**config.mk**
```make
export PLATFORM = sky130hd
export DESIGN_NAME = multi_button_debounce_press_encoder_core
export DESIGN_NICKNAME = d
export VERILOG_FILES = /design/src/rtl/mbdpe_pkg.sv /design/src/rtl/mbdpe_lane.sv /design/src/rtl/mbdpe_merge.sv /design/src/rtl/multi_button_debounce_press_encoder_core.sv
export SDC_FILE = /design/constraint.sdc
export NUM_CORES = 1
export LEC_CHECK = 0
export ABC_AREA = 1
export BUFFER_PORTS_ARGS = -buffer_cell sky130_fd_sc_hd__buf_2
export CELL_PAD_IN_SITES_DETAIL_PLACEMENT = 0
export CELL_PAD_IN_SITES_GLOBAL_PLACEMENT = 1
export CORE_MARGIN = 4
export CORE_UTILIZATION = 25
export DETAILED_ROUTE_END_ITERATION = 10
export PLACE_DENSITY = 0.5
export SLEW_MARGIN = 15
export SYNTH_ARGS = -nofsm -noshare
export SYNTH_HDL_FRONTEND = slang
export SYNTH_SLANG_ARGS = --single-unit
```
**constraint.sdc**
```tcl
create_clock -name clk -period 6.8 [get_ports clk]
set_clock_uncertainty 0.2 [all_clocks]
set_input_delay 1.7 -clock clk [delete_from_list [all_inputs] [get_ports clk]]
set_output_delay 1.7 -clock clk [all_outputs]
set_load 0.01 [all_outputs]
```
**src/rtl/mbdpe_pkg.sv**
```systemverilog
// Shared constants and types for the debounced button press encoder.
`default_nettype none

package mbdpe_pkg;

    localparam int NUM_BUTTONS = 4;
    localparam int LEVEL_BITS  = 4;
    localparam int TIME_W      = 32;
    localparam int DELAY_W     = 16;
    localparam int ACTION_W    = 4;

    localparam logic [DELAY_W-1:0]  DELAY_RESET        = 16'd50;
    localparam logic [ACTION_W-1:0] ACT_NONE           = 4'd0;
    localparam logic [ACTION_W-1:0] ACT_PRIMARY_BASE   = 4'd1;
    localparam logic [ACTION_W-1:0] ACT_SECONDARY_BASE = 4'd5;
    localparam logic [ACTION_W-1:0] ACT_MAX            = 4'd8;

    // Per-lane update enables from the merge stage.
    typedef struct packed {
        logic commit;       // update change time and stable level
        logic commit_prev;  // also update the previous raw level
    } lane_ctl_t;

endpackage

`default_nettype wire

```
**src/rtl/mbdpe_lane.sv**
```systemverilog
// One button lane: change tracking, elapsed time compare and stable level.
`default_nettype none

module mbdpe_lane (
    input  wire logic                          clk,
    input  wire logic                          rst_n,
    input  wire logic                          raw,
    input  wire logic [mbdpe_pkg::TIME_W-1:0]  now_ms,
    input  wire logic [mbdpe_pkg::DELAY_W-1:0] delay,
    input  wire mbdpe_pkg::lane_ctl_t          ctl,
    output logic                               press
);

    logic                         prev_reg;
    logic                         stable_reg;
    logic [mbdpe_pkg::TIME_W-1:0] ctime_reg;
    logic [mbdpe_pkg::TIME_W-1:0] ctime_next;
    logic [mbdpe_pkg::TIME_W-1:0] elapsed;
    logic                         take;

    always_comb
    begin
        ctime_next = (raw != prev_reg) ? now_ms : ctime_reg;
        elapsed    = now_ms - ctime_next;
        take       = (elapsed > {{(mbdpe_pkg::TIME_W-mbdpe_pkg::DELAY_W){1'b0}}, delay})
                     && (raw != stable_reg);
        press      = take && !raw;
    end

    always_ff @(posedge clk or negedge rst_n)
    begin
        if (!rst_n)
        begin
            prev_reg   <= 1'b1;
            stable_reg <= 1'b1;
            ctime_reg  <= '0;
        end
        else
        begin
            if (ctl.commit)
            begin
                ctime_reg <= ctime_next;
                if (take)
                begin
                    stable_reg <= raw;
                end
            end
            if (ctl.commit_prev)
            begin
                prev_reg <= raw;
            end
        end
    end

endmodule

`default_nettype wire

```
**src/rtl/mbdpe_merge.sv**
```systemverilog
// Priority merge: first pressing lane picks the action and stops later lanes.
`default_nettype none

module mbdpe_merge (
    input  wire logic                                accept,
    input  wire logic                                func,
    input  wire logic [mbdpe_pkg::NUM_BUTTONS-1:0]   press,
    output mbdpe_pkg::lane_ctl_t                     ctl [mbdpe_pkg::NUM_BUTTONS],
    output logic [mbdpe_pkg::ACTION_W-1:0]           action_sel
);

    logic                              blocked;
    logic [mbdpe_pkg::ACTION_W-1:0]    base;

    always_comb
    begin
        blocked    = 1'b0;
        action_sel = mbdpe_pkg::ACT_NONE;
        base       = func ? mbdpe_pkg::ACT_SECONDARY_BASE : mbdpe_pkg::ACT_PRIMARY_BASE;
        for (int i = 0; i < mbdpe_pkg::NUM_BUTTONS; i++)
        begin
            ctl[i].commit      = accept && !blocked;
            ctl[i].commit_prev = accept && !blocked && !press[i];
            if (!blocked && press[i])
            begin
                action_sel = base + mbdpe_pkg::ACTION_W'(i);
            end
            blocked = blocked | press[i];
        end
    end

endmodule

`default_nettype wire

```
**src/rtl/multi_button_debounce_press_encoder_core.sv**
```systemverilog
// Top level of the debounced button press encoder.
// Usage:
//   Input channel (in_valid/in_stall) carries one sample item: func, the four
//   active-low button levels and the millisecond timestamp now_ms.
//   Output channel (out_valid/out_stall) returns exactly one action per item,
//   ACT_NONE when no new press was found.
//   The config channel (cfg_valid/cfg_ready) writes debounce_delay_ms; it is
//   always ready and should be written only while no item is in flight.
// Timing:
//   All button lanes evaluate in parallel and the merge picks the lowest
//   pressing button in the same cycle, so the action appears in the cycle after
//   the item is accepted. One item per cycle is sustained unless the receiver stalls.
//   The output register is the only buffering: when the receiver stalls with
//   a result held, in_stall rises in the same cycle until it is taken.
// Reset:
//   rst_n clears all buttons to released, change times to zero, the delay
//   to 50 ms and empties the output register.
`default_nettype none

module multi_button_debounce_press_encoder_core (
    input  wire logic                                clk,
    input  wire logic                                rst_n,
    input  wire logic                                in_valid,
    output logic                                     in_stall,
    input  wire logic                                func,
    input  wire logic [mbdpe_pkg::LEVEL_BITS-1:0]    button_levels,
    input  wire logic [mbdpe_pkg::TIME_W-1:0]        now_ms,
    output logic                                     out_valid,
    input  wire logic                                out_stall,
    output logic [mbdpe_pkg::ACTION_W-1:0]           action,
    input  wire logic                                cfg_valid,
    output logic                                     cfg_ready,
    input  wire logic [mbdpe_pkg::DELAY_W-1:0]       debounce_delay_ms
);

    logic                                  accept;
    logic                                  out_valid_reg;
    logic                                  out_valid_next;
    logic [mbdpe_pkg::ACTION_W-1:0]        action_reg;
    logic [mbdpe_pkg::ACTION_W-1:0]        action_sel;
    logic [mbdpe_pkg::DELAY_W-1:0]         delay_reg;
    logic [mbdpe_pkg::NUM_BUTTONS-1:0]     press;
    logic [mbdpe_pkg::NUM_BUTTONS-1:0]     commit_vec;
    logic [mbdpe_pkg::NUM_BUTTONS-1:0]     prev_vec;
    mbdpe_pkg::lane_ctl_t                  ctl [mbdpe_pkg::NUM_BUTTONS];

    assign cfg_ready = 1'b1;
    assign in_stall  = out_valid_reg && out_stall;
    assign accept    = in_valid && !in_stall;
    assign out_valid = out_valid_reg;
    assign action    = action_reg;

    for (genvar g = 0; g < mbdpe_pkg::NUM_BUTTONS; g++)
    begin : g_lane
        logic raw;

        // Buttons beyond the sampled pins always read released.
        if (g < mbdpe_pkg::LEVEL_BITS)
        begin : g_pin
            assign raw = button_levels[g];
        end
        else
        begin : g_nopin
            assign raw = 1'b1;
        end

        assign commit_vec[g] = ctl[g].commit;
        assign prev_vec[g]   = ctl[g].commit_prev;

        mbdpe_lane u_lane (
            .clk    (clk),
            .rst_n  (rst_n),
            .raw    (raw),
            .now_ms (now_ms),
            .delay  (delay_reg),
            .ctl    (ctl[g]),
            .press  (press[g])
        );
    end

    mbdpe_merge u_merge (
        .accept     (accept),
        .func       (func),
        .press      (press),
        .ctl        (ctl),
        .action_sel (action_sel)
    );

    always_comb
    begin
        if (accept)
        begin
            out_valid_next = 1'b1;
        end
        else
        begin
            out_valid_next = out_valid_reg && out_stall;
        end
    end

    always_ff @(posedge clk or negedge rst_n)
    begin
        if (!rst_n)
        begin
            out_valid_reg <= 1'b0;
            delay_reg     <= mbdpe_pkg::DELAY_RESET;
        end
        else
        begin
            out_valid_reg <= out_valid_next;
            if (cfg_valid && cfg_ready)
            begin
                delay_reg <= debounce_delay_ms;
            end
        end
    end

    always_ff @(posedge clk)
    begin
        if (accept)
        begin
            action_reg <= action_sel;
        end
    end

    // Every accepted item leaves a result in the output register.
    a_accept_result: assert property (@(posedge clk) disable iff (!rst_n)
        accept |=> out_valid)
        else $error("accepted item produced no result");

    // Lane state only moves on an accepted item.
    a_commit_gated: assert property (@(posedge clk) disable iff (!rst_n)
        !accept |-> (commit_vec == '0) && (prev_vec == '0))
        else $error("lane updated without an accepted item");

    // At most one lane stops the scan per item.
    a_single_stop: assert property (@(posedge clk) disable iff (!rst_n)
        $onehot0(commit_vec & ~prev_vec))
        else $error("more than one lane stopped the scan");

    // A held result is always a defined action code.
    a_action_range: assert property (@(posedge clk) disable iff (!rst_n)
        out_valid |-> (action <= mbdpe_pkg::ACT_MAX))
        else $error("action code out of range");

endmodule

`default_nettype wire

```
==> impl_metrics.csv, run 1 <==
group,metric,value,unit
status,status,"finished, final reports clean",
global_routing,grt_overflow,0,
sta,setup_viol,0,
drt,wl_per_cell,20.8,um
synth,synth_top_cell_area_share,19.3,%
floorplan,die-width,279,um
floorplan,dieArea,77900,um2
cells_and_area,fin_util,28.7,%
clock_tree,htreeDepth,4,
drt,vias,19200,
critical_path,crit_type,"primary input to flip-flop",
synth,synth-xor-area-share,3.24,%
clock_tree,clkTransAtPathRegs,0.07,ns
floorplan,core,72800,um2
synth,ys_seq_area_share,21.6,%
synth,syn-num-nets,3108,
worst_hold_path,min_from,"g_lane[2].u_lane.stable_reg$_DFFE_PN1P_",
drt,wl,82400,um
drt,firstDrtPassIters,7,
placed_design,dp_hpwl,69400,um
sta,rsz0062_at_grt,"false",
pwr,total_power,0.00809,W
pwr,p_leak,10.6,nW
critical_path,crit_arrival,6.45,ns
critical_path,start_kind,"primary input",
synth,syn_area,18400,um2
sta,min_period,6.40,ns
floorplan,start_util,25.2,%
clock_tree,cts-root-buf,"clkbuf_16",
synth,netlist_instances,2882,
synth,ys_top_cells_by_area,"dfrtp_1 19%, nand2_1 17%, ha_1 11%",
synth,synthDistinctLibCells,53,
drt,drt_iter0_drc,1289,
critical_path,crit_path_end_kind,"flip-flop",
synth,yosys.area_share.simple,35.5,%
synth,synth-compound-area-share,18.0,%
global_routing,grt_max_degree,67,
worst_hold_path,hp-class,"flip-flop to flip-flop",
global_routing,globalRouteTotalUtil,21.0,%
clock_tree,ctsHoldBuffers,0,
global_routing,grt_pass1_wl,121000,um
global_routing,grt_pass1_vias,19400,
clock_tree,post_cts_buffers,0,
synth,async_reset_ff_share,97.5,%
floorplan,die_y,279,um
sta,worst_hold_slack,0.266,ns
clock_tree,cts_sinks,157,
clock_tree,cts_tree,"done",
synth,syn_avg_cell_area,6.37,um2
synth,synth_edf_count,4,
synth,synth_commonest_cells,"837 x nand2_1, 376 x inv_1, 225 x nor2_1",
synth,yosys_most_used_dff,"dfrtp_1",
drt,ant_nets,0,
sta,slew_viol_final,0,
synth,synth_area_leader_cell,"dfrtp_1",
placed_design,place_congestion,0.895,
clock_tree,clockBufferDepth,2,
floorplan,placementRows,99,
synth,muxShareOfSynthArea,0.0613,%
cells_and_area,synthToLayoutAreaGrowth,14.0,%
synth,yosysMostFrequentCell,"nand2_1",
clock_tree,clock_latency,0.50,ns
sta,final.setup.tns,0,ns
critical_path,required,6.84,ns
cells_and_area,multi_input_area,12600,um2
cells_and_area,seq_area,3960,um2
cells_and_area,drive_gt1_share,13.7,%
floorplan,num_io_pins,65,
worst_hold_path,whs_path_depth,2,
cells_and_area,largest_reg_flops,128,
sta,worst_pin_slew,0.959,ns
critical_path,reg2reg_from,"g_lane[3].u_lane.prev_reg$_DFFE_PN1P_",
sta,hold_violations,0,
critical_path,reg2regPathDepth,23,
sta,max_slew_margin,36.1,%
global_routing,antenna_found_initial,6,
synth,synth-adder-area-share,11.5,%
flow_run,cap_violations,0,
drt,drc,0,
pwr,power_density,386,nW/um2
synth,yosysWarnings,0,
critical_path,rr_endpoint,"action[2]$_DFFE_PP_",
critical_path,rrSetupSlack,1.28,ns
pwr,ir_drop,0.185,mV
placed_design,numPortBuffers,63,
sta,fmax,156,MHz
cells_and_area,fillers,8238,
synth,synth_top_family_by_area,"simple AND/OR/NAND/NOR gates",
synth,synth.ff_latch_count,157,
worst_hold_path,holdPathEnd,"g_lane[2].u_lane.stable_reg$_DFFE_PN1P_",
clock_tree,post_cts_resized,0,
clock_tree,cts_made_buffers,17,
critical_path,cp_max_fo,31,
sta,fin_crit_sh,94.2,%
cells_and_area,layout.nets,3223,
drt,vias_per_cell,4.83,
power by group:
group | internal, W | switching (W)
Clock | 0.000567 | 0.000506
Sequential | 0.00124 | 0.000186
Combinational | 0.00193 | 0.00366
Total | 0.00374 | 0.00435
placed cells by master (no fill, tap or decap), types with 9 or more instances in the layout:
cell       count
nand2_1      836
nand3b_1       9
nand4_1       38
buf_4         82
a31oi_1       18
inv_2         19
buf_2         62
nand2_4        9
nand3_1      166
o21ai_0      214
o21ai_1       44
dfstp_2       11
nand3_4       10
a21boi_0      18
nor2_1       225
nand3_2       12
a21oi_1      146
nand2_2       80
o21bai_1      18
ha_1         166
a21o_1        15
dfrtp_1      142
nor3_1        49
xor2_1        61
o21a_1        17
clkbuf_16     17
inv_1        376
nor2_2        11
o21ai_2       59
worst max-delay path by stage:
stage | startpoint | end | slack, ns
2_1_floorplan | button_levels[2] | g_lane[3].u_lane.ctime_reg[1]$_DFFE_PN0P_ | 0.74
3_3_place_gp | button_levels[3] | action[2]$_DFFE_PP_ | -0.45
3_5_place_dp | button_levels[3] | action[2]$_DFFE_PP_ | -0.50
4_1_cts | button_levels[3] | action[2]$_DFFE_PP_ | 0.05
5_1_grt | button_levels[3] | action[2]$_DFFE_PP_ | 0.05
6_report | button_levels[3] | action[2]$_DFFE_PP_ | 0.40
per-layer routing:
layer,track usage (%),vias up,share of wire [%]
met1,25.3,8996,43
met3,3.09,109,3.9
met5,0,-,0.016
met4,6.86,2,3.1
li1,-,9659,-
met2,38.2,392,50
cell type report:
| type | instances | share of cell area, % |
|---|---|---|
| multi-input cells | 2272 | 60.0 |
| clock buffers | 18 | 2.10 |
| repair buffers | 153 | 5.24 |
| well taps | 959 | 5.73 |
| inverters | 396 | 7.10 |
| diodes | 1 | 0.0120 |
| clock inverters | 14 | 0.849 |
| flip-flops and latches | 157 | 18.9 |
worst max-delay path: stages:
cell	delay, ns
buf_2	0.13
inv_1	0.07
or2_2	0.32
nand2_8	0.18
nand2_1	0.07
o21ai_0	0.15
ha_1	0.37
a21oi_1	0.26
nand2_1	0.18
nand2_1	0.09
nand2_1	0.13
nand2_1	0.09
nand2_1	0.17
nand3_1	0.13
nand2_1	0.14
xor2_1	0.19
ha_1	0.31
nand4_1	0.14
nor3_2	0.19
nand3_1	0.18
a21oi_1	0.27
nand3_1	0.11
nor2_1	0.18
nand4_1	0.10
nor2_1	0.20
nor2_1	0.11
nand4_1	0.19
a21oi_1	0.09
kinds of logic (layout without fill, tap and decap cells):
kind of cell / Yosys count / after routing
compound gates: 565 / 565
simple gates: 1469 / 1469
buf+inv: 453 / 581
xor+xnor: 68 / 68
mux: 1 / 1
flops: 157 / 157
fa+ha+maj: 168 / 168
other cells: 1 / 2
through the flow:
step,cell area (um2),worst slack (ns),std cells
floorplan,18400,0.738,2882
global placement,20300,-0.449,3937
detailed placement,20300,-0.502,3937
CTS,20900,0.0502,3969
global route,20900,0.0514,3969
finish,20900,0.396,3970
(Power assumes the default switching activity.)
==> run 2, diff against run 1 <==
- ABC_AREA: 1 -> 0
- CORE_MARGIN: 4 -> not set
- PLACE_DENSITY: 0.5 -> 0.48
==> run 2 against run 1 <==
  * Utilization is 4.7 points higher
  * Clock-buffer cell count did not move
  * Critical path depth down 2
  * Wire length shrank 11%
  * Synthesized cell count decreased by 27%
  * First-iteration DRC count decreased by 27%
  * Global-route usage is essentially flat
  * Power increased by 29%
  * Final cell count down 15%
  * Register-to-register slack worse by 0.47 ns
==> impl_metrics.csv, run 2 <==
group,metric,value,unit
drt,ant_nets,0,
global_routing,grt_pass1_vias,17700,
placed_design,numPortBuffers,63,
critical_path,crit_path_end_kind,"flip-flop",
synth,syn-num-nets,2340,
drt,wl_per_cell,21.6,um
synth,synth_top_cell_area_share,20.9,%
sta,final.setup.tns,0,ns
drt,drc,0,
floorplan,die-width,263,um
sta,worst_hold_slack,0.283,ns
global_routing,grt_pass1_wl,110000,um
critical_path,reg2regPathDepth,25,
drt,drt_iter0_drc,943,
pwr,power_density,463,nW/um2
cells_and_area,layout_commonest_cell,"buf_4",
synth,netlist_instances,2114,
sta,worst_pin_slew,0.802,ns
synth,synth_commonest_cells,"261 x a21oi_1, 180 x nand2_1, 166 x ha_1",
drt,firstDrtPassIters,7,
cells_and_area,n_antenna_cell,0,
sta,min_period,6.68,ns
clock_tree,clkTransAtPathRegs,0.07,ns
sta,fmax,150,MHz
clock_tree,cts_sinks,157,
worst_hold_path,whs_path_depth,2,
clock_tree,cts-root-buf,"clkbuf_16",
cells_and_area,mostFrequentLayoutCells,"389 x buf_4, 246 x a21oi_1, 176 x nand2_1",
critical_path,critPathSlowestCell,"a221o_1",
placed_design,dp_hpwl,57800,um
clock_tree,cts_made_buffers,17,
floorplan,start_util,25.3,%
synth,synth.ff_latch_count,157,
synth,ys_top_cells_by_area,"dfrtp_1 21%, ha_1 12%, a21oi_1 7.7%",
synth,syn_avg_cell_area,8.05,um2
floorplan,dieArea,69100,um2
synth,synth_area_leader_cell,"dfrtp_1",
pwr,ir_drop,0.146,mV
cells_and_area,layout.nets,2726,
sta,hold_violations,0,
synth,synth_edf_count,4,
synth,yosysMostFrequentCell,"a21oi_1",
floorplan,placementRows,95,
sta,setup_viol,0,
synth,syn_area,17000,um2
floorplan,die_y,263,um
pwr,p_leak,10.0,nW
clock_tree,cts_tree,"done",
clock_tree,clockBufferDepth,2,
sta,max_slew_margin,46.5,%
flow_run,cap_violations,0,
cells_and_area,stdcell_count,3386,
placed_design,place_congestion,0.919,
synth,async_reset_ff_share,97.5,%
synth,ys_seq_area_share,23.3,%
cells_and_area,synthToLayoutAreaGrowth,32.2,%
synth,yosysWarnings,0,
floorplan,core,67300,um2
sta,rsz0062_at_grt,"true",
synth,synthDistinctLibCells,106,
global_routing,globalRouteTotalUtil,21.0,%
drt,vias_per_cell,5.24,
critical_path,cp_max_fo,8,
synth,yosys_most_used_dff,"dfrtp_1",
global_routing,grt_overflow,0,
critical_path,start_kind,"primary input",
cells_and_area,drive_gt1_share,27.0,%
floorplan,num_io_pins,65,
sta,fin_crit_sh,98.2,%
global_routing,antenna_found_initial,2,
drt,wl,73100,um
clock_tree,clock_latency,0.50,ns
clock_tree,htreeDepth,4,
critical_path,cp_slowest_stage_delay,0.40,ns
worst_hold_path,hp-class,"flip-flop to flip-flop",
critical_path,required,6.98,ns
sta,slew_viol_final,0,
critical_path,crit_arrival,6.86,ns
status,status,"finished, final reports clean",
global_routing,grt_max_degree,83,
placed_design,place_inst,3339,
cells_and_area,fillers,7201,
clock_tree,ctsHoldBuffers,0,
drt,vias,17700,
cells_and_area,largest_reg_flops,128,
critical_path,crit_type,"primary input to flip-flop",
## run 2: cell count changes in the layout (fill, tap and decap cells not counted), moves of 40 or more
cell / before / now
nand2_2: 80 / 4
nand3_1: 166 / 49
nand2_1: 836 / 176
a21o_1: 15 / 55
xnor2_1: 7 / 56
mux2_2: 1 / 46
o21ai_2: 59 / 3
o21ai_0: 214 / 125
nor2_1: 225 / 131
mux2i_1: 0 / 93
a21oi_1: 146 / 246
buf_4: 82 / 389
inv_1: 376 / 79
## run 2: per-stage QoR
stage	cell area (um2)	total power, W	util, %	worst slack [ns]
5_1_grt	22500	0.0113	33.4	-0.0845
2_1_floorplan	17200	0.00600	-	0.00215
3_3_place_gp	21200	0.00896	31.6	-1.35
4_1_cts	22100	0.0103	32.8	0.00109
6_report	22500	0.0104	33.4	0.120
3_5_place_dp	21200	0.00896	31.6	-1.38
## run 2: what timing repair did
item                       CTS  global route
setup endpoints to repair   83           106
buffers inserted             3            12
cloned                       0             1
gates resized for setup     36            74
pin swaps                   12            48
## run 2: layout make-up
class | count | area [um2] | area share (%)
clock inverters | 14 | 216 | 0.962
inverters | 80 | 300 | 1.33
clock buffers | 18 | 429 | 1.91
well taps | 873 | 1090 | 4.86
flip-flops and latches | 157 | 3960 | 17.6
repair buffers | 474 | 3650 | 16.2
multi-input cells | 1770 | 12800 | 57.1
## run 2: critical path, delay by kind of cell
family,cells,cell delay [ns]
buffers and inverters,2,0.27
AND/OR/NAND/NOR,9,1.52
XOR/XNOR,2,0.33
adder cells (fa/ha/maj),2,0.56
multiplexers,2,0.53
AO/OA/AOI/OAI,9,1.93
## run 2: report_power, final
part	switching (W)	internal (W)	total, W	leakage [nW]
registers	0.000249	0.00129	0.00154	1.79
logic	0.00413	0.00363	0.00776	7.91
clock network	0.000463	0.000652	0.00112	0.311
total	0.00484	0.00558	0.0104	10.0
## run 2: kinds of logic (layout without fill, tap and decap cells)
family,after synthesis,in the layout,synth area share (%)
DFF,157,157,23.3
AOI/OAI and AO/OA,730,730,27.1
and+or+nand+nor,619,619,18.0
other,1,1,0.0220
adders and majority gates,185,185,13.4
xor gates and xnor gates,91,91,4.82
muxes,144,144,8.85
buffers and inverters,187,586,4.48
## run 2: path summary, 6_finish.rpt
check | from | to | slack, ns
setup reg to reg | g_lane[2].u_lane.prev_reg$_DFFE_PN1P_ | g_lane[3].u_lane.ctime_reg[31]$_DFFE_PN0P_ | 0.81
min in group asynchronous | rst_n | g_lane[0].u_lane.ctime_reg[25]$_DFFE_PN0P_ | 1.02
max in group asynchronous | rst_n | delay_reg[1]$_DFFE_PN1P_ | 4.30
hold / removal | g_lane[1].u_lane.ctime_reg[20]$_DFFE_PN0P_ | g_lane[1].u_lane.ctime_reg[20]$_DFFE_PN0P_ | 0.28
setup / recovery | button_levels[2] | g_lane[3].u_lane.ctime_reg[31]$_DFFE_PN0P_ | 0.12
hold reg to reg | g_lane[1].u_lane.ctime_reg[20]$_DFFE_PN0P_ | g_lane[1].u_lane.ctime_reg[20]$_DFFE_PN0P_ | 0.28
## run 2: metal layers
layer	GRT usage (%)	vias up	part of all wire, %
li1	-	8686	-
met1	26.5	8683	45
met4	5.75	0	2.4
met3	2.40	76	2.3
met5	0	-	0
met2	37.3	299	50
==> run 3, diff against run 2 <==
- PLACE_DENSITY: 0.48 -> 0.49
- SYNTH_HIERARCHICAL: not set -> 1
- clock period: 6.8 -> 5.4 ns (I/O delays scaled with it)
==> run 3 against run 2 <==
  * The flow now finishes with violations (DRC, setup timing)
  * Largest cell class unchanged
  * Wire length increased by 7.0%
  * Sequential power increased by 37%
  * Global-route usage decreased by 0.50 points
  * Design area increased by 23%
  * Setup slack got worse by 1.3 ns
  * Clock power increased by 15%
  * Sequential share of layout area decreased by 3.2 points
  * Final cell count increased by 19%
  * Combinational power increased by 60%
  * Critical endpoint is now g_lane[3].u_lane/ctime_reg[14]$_DFFE_PN0P_
==> impl_metrics.csv, run 3 <==
group,metric,value,unit
synth,synth_area_leader_cell,"dfrtp_1",
synth,netlist_instances,2261,
drt,firstDrtPassIters,8,
critical_path,rrSetupSlack,-0.77,ns
sta,hold_violations,0,
pwr,pwr-share-comb,78.5,%
pwr,power.internal,0.00853,W
sta,fin_crit_sh,121,%
synth,yosysWarnings,6,
cells_and_area,final_area,27600,um2
critical_path,start_kind,"primary input",
synth,ys_top_cells_by_area,"dfrtp_1 19%, ha_1 9.9%, mux2_2 6.9%",
critical_path,crit_top_cell,"buf_12",
sta,worst_hold_slack,0.297,ns
critical_path,crit_path_end_kind,"flip-flop",
global_routing,globalRouteTotalUtil,20.5,%
critical_path,crit_type,"primary input to flip-flop",
pwr,p_leak,12.9,nW
sta,slew_viol_final,0,
drt,vias,20000,
status,violations,"DRC, setup timing",
drt,drc,12,
placed_design,place_congestion,0.895,
synth,synth_commonest_cells,"172 x nand2_1, 150 x nor2_1, 149 x a21oi_1",
cells_and_area,drive_gt1_share,39.1,%
cells_and_area,mostFrequentLayoutCells,"772 x buf_4, 158 x nand2_1, 145 x nor2_1",
clock_tree,cts-root-buf,"clkbuf_16",
status,status,"complete, but fails checks",
synth,ys_seq_area_share,21.3,%
critical_path,cp_num_buf_inv,5,
synth,synth_edf_count,4,
clock_tree,clock_latency,0.51,ns
critical_path,cp_slowest_stage_delay,0.55,ns
global_routing,antenna_found_initial,1,
synth,yosys_most_used_dff,"dfrtp_1",
flow_run,cap_violations,0,
pwr,seqPwrFrac,13.3,%
synth,syn_avg_cell_area,8.24,um2
floorplan,die-width,275,um
drt,wl_per_cell,19.4,um
drt,ant_nets,0,
worst_hold_path,hp-class,"flip-flop to flip-flop",
pwr,power_density,573,nW/um2
cells_and_area,largest_reg_flops,128,
cells_and_area,synthToLayoutAreaGrowth,48.0,%
critical_path,critPathSlowestCell,"or4b_1",
floorplan,die_y,275,um
global_routing,grt_overflow,0,
pwr,p_sw_share,46.0,%
clock_tree,cts_sinks,157,
sta,setup_viol,108,
sta,fmax,153,MHz
floorplan,core,73300,um2
placed_design,place_area,26000,um2
synth,yosysMostFrequentCell,"nand2_1",
synth,synth_top_cell_area_share,19.1,%
sta,rsz0062_at_grt,"true",
pwr,ir_drop,0.319,mV
floorplan,dieArea,75700,um2
drt,wl,78200,um
clock_tree,cts_made_buffers,17,
synth,synth.ff_latch_count,157,
pwr,pwr-share-clk,8.2,%
sta,min_period,6.54,ns
floorplan,num_io_pins,65,
critical_path,cp_max_fo,12,
floorplan,placementRows,99,
synth,async_reset_ff_share,97.5,%
synth,syn_area,18600,um2
drt,vias_per_cell,4.97,
global_routing,grt_max_degree,94,
global_routing,grt_pass1_vias,20200,
synth,syn-num-nets,2467,
critical_path,crit_arrival,6.73,ns
global_routing,grt_pass1_wl,119000,um
clock_tree,htreeDepth,4,
cells_and_area,layout.nets,3259,
cells_and_area,layout_commonest_cell,"buf_4",
clock_tree,clockBufferDepth,2,
placed_design,dp_hpwl,63400,um
pwr,p_sw,0.00728,W
critical_path,required,5.59,ns
sta,worst_pin_slew,0.949,ns
sta,fin_ws,-1.14,ns
critical_path,critical_path.top_delay_family,"simple AND/OR/NAND/NOR gates",
floorplan,start_util,25.4,%
clock_tree,cts_tree,"done",
synth,synthDistinctLibCells,114,
sta,max_slew_margin,36.8,%
clock_tree,clkTransAtPathRegs,0.07,ns
drt,drt_iter0_drc,1175,
placed_design,numPortBuffers,63,
[run 3: changes by cell type in the layout (fill, tap and decap cells not counted), moves of 16 or more]
cell,previous run,this run
a211oi_1,12,32
a21o_1,55,39
a21oi_1,246,142
a31oi_1,49,30
buf_4,389,772
ha_1,158,140
inv_1,79,144
maj3_1,16,35
mux2_2,46,109
mux2_4,2,18
nand2_1,176,158
nor2b_1,26,57
o21a_1,31,13
[run 3: logic make-up after synthesis]
logic type                 share of synthesized area (%)
AOI/OAI and AO/OA                                   23.5
xor gates and xnor gates                            5.56
adders and majority gates                           11.8
buffers and inverters                               5.22
DFF                                                 21.3
muxes                                               12.9
other                                             0.0201
and+or+nand+nor                                     19.7
[run 3: repair_timing]
action | CTS | global route
hold buffers | 0 | 0
gates cloned | 1 | 7
pin swaps | 15 | 25
endpoints found under the setup margin | 108 | 108
setup buffers | 19 | 14
resized for setup | 64 | 60
[run 3: worst min-delay path, delay by kind of cell (launching register included)]
family	cells	cell delay, ns
flip-flops	1	0.35
AO/OA/AOI/OAI	1	0.07
AND/OR/NAND/NOR	1	0.05
[run 3: area by class of cell]
class | instances | area [um2]
fillers | 7539 | 45700
multi-input cells | 1860 | 14400
repair buffers | 869 | 6830
flip-flops and latches | 157 | 3960
well taps | 959 | 1200
inverters | 148 | 558
clock buffers | 17 | 425
clock inverters | 15 | 165
diodes | 1 | 2.50
[run 3: final timing paths]
kind / from / to / cells past startpoint
worst min register to register: g_lane[3].u_lane/ctime_reg[0]$_DFFE_PN0P_ / g_lane[3].u_lane/ctime_reg[0]$_DFFE_PN0P_ / 2
min in group asynchronous: rst_n / g_lane[0].u_lane/ctime_reg[7]$_DFFE_PN0P_ / 1
worst max-delay path: button_levels[1] / g_lane[3].u_lane/ctime_reg[14]$_DFFE_PN0P_ / 29
worst min-delay path: g_lane[3].u_lane/ctime_reg[0]$_DFFE_PN0P_ / g_lane[3].u_lane/ctime_reg[0]$_DFFE_PN0P_ / 2
worst max register to register: g_lane[1].u_lane/prev_reg$_DFFE_PN1P_ / g_lane[3].u_lane/ctime_reg[14]$_DFFE_PN0P_ / 28
max in group asynchronous: rst_n / g_lane[0].u_lane/prev_reg$_DFFE_PN1P_ / 2
[run 3: layer usage]
| layer | track usage (%) | part of all wire (%) | up-vias |
|---|---|---|---|
| met1 | 29.2 | 52 | 9647 |
| met3 | 2.16 | 2.4 | 42 |
| li1 | - | - | 10000 |
| met4 | 4.33 | 1.1 | 2 |
| met5 | 0 | 0.017 | - |
| met2 | 32.9 | 45 | 302 |
[run 3: power groups by stage]
stage	Combinational, W	Clock [W]	Sequential (W)
2_1_floorplan	0.00661	0	0.00199
3_3_place_gp	0.0117	0	0.00210
3_5_place_dp	0.0118	0	0.00212
4_1_cts	0.0121	0.00135	0.00210
5_1_grt	0.0136	0.00139	0.00218
6_report	0.0124	0.00129	0.00211
[run 3: stage by stage]
step	power [W]	TNS, ns	setup WS, ns	utilization, %	instances
after floorplan	0.00860	-147.41	-1.58	-	2261
after global placement	0.0138	-174.69	-1.77	35.5	3957
after detailed placement	0.0139	-183.19	-1.86	35.5	3957
after CTS	0.0156	-99.32	-1.03	36.9	4008
after global routing	0.0172	-138.61	-1.37	37.6	4025
final	0.0158	-113.75	-1.14	37.6	4026
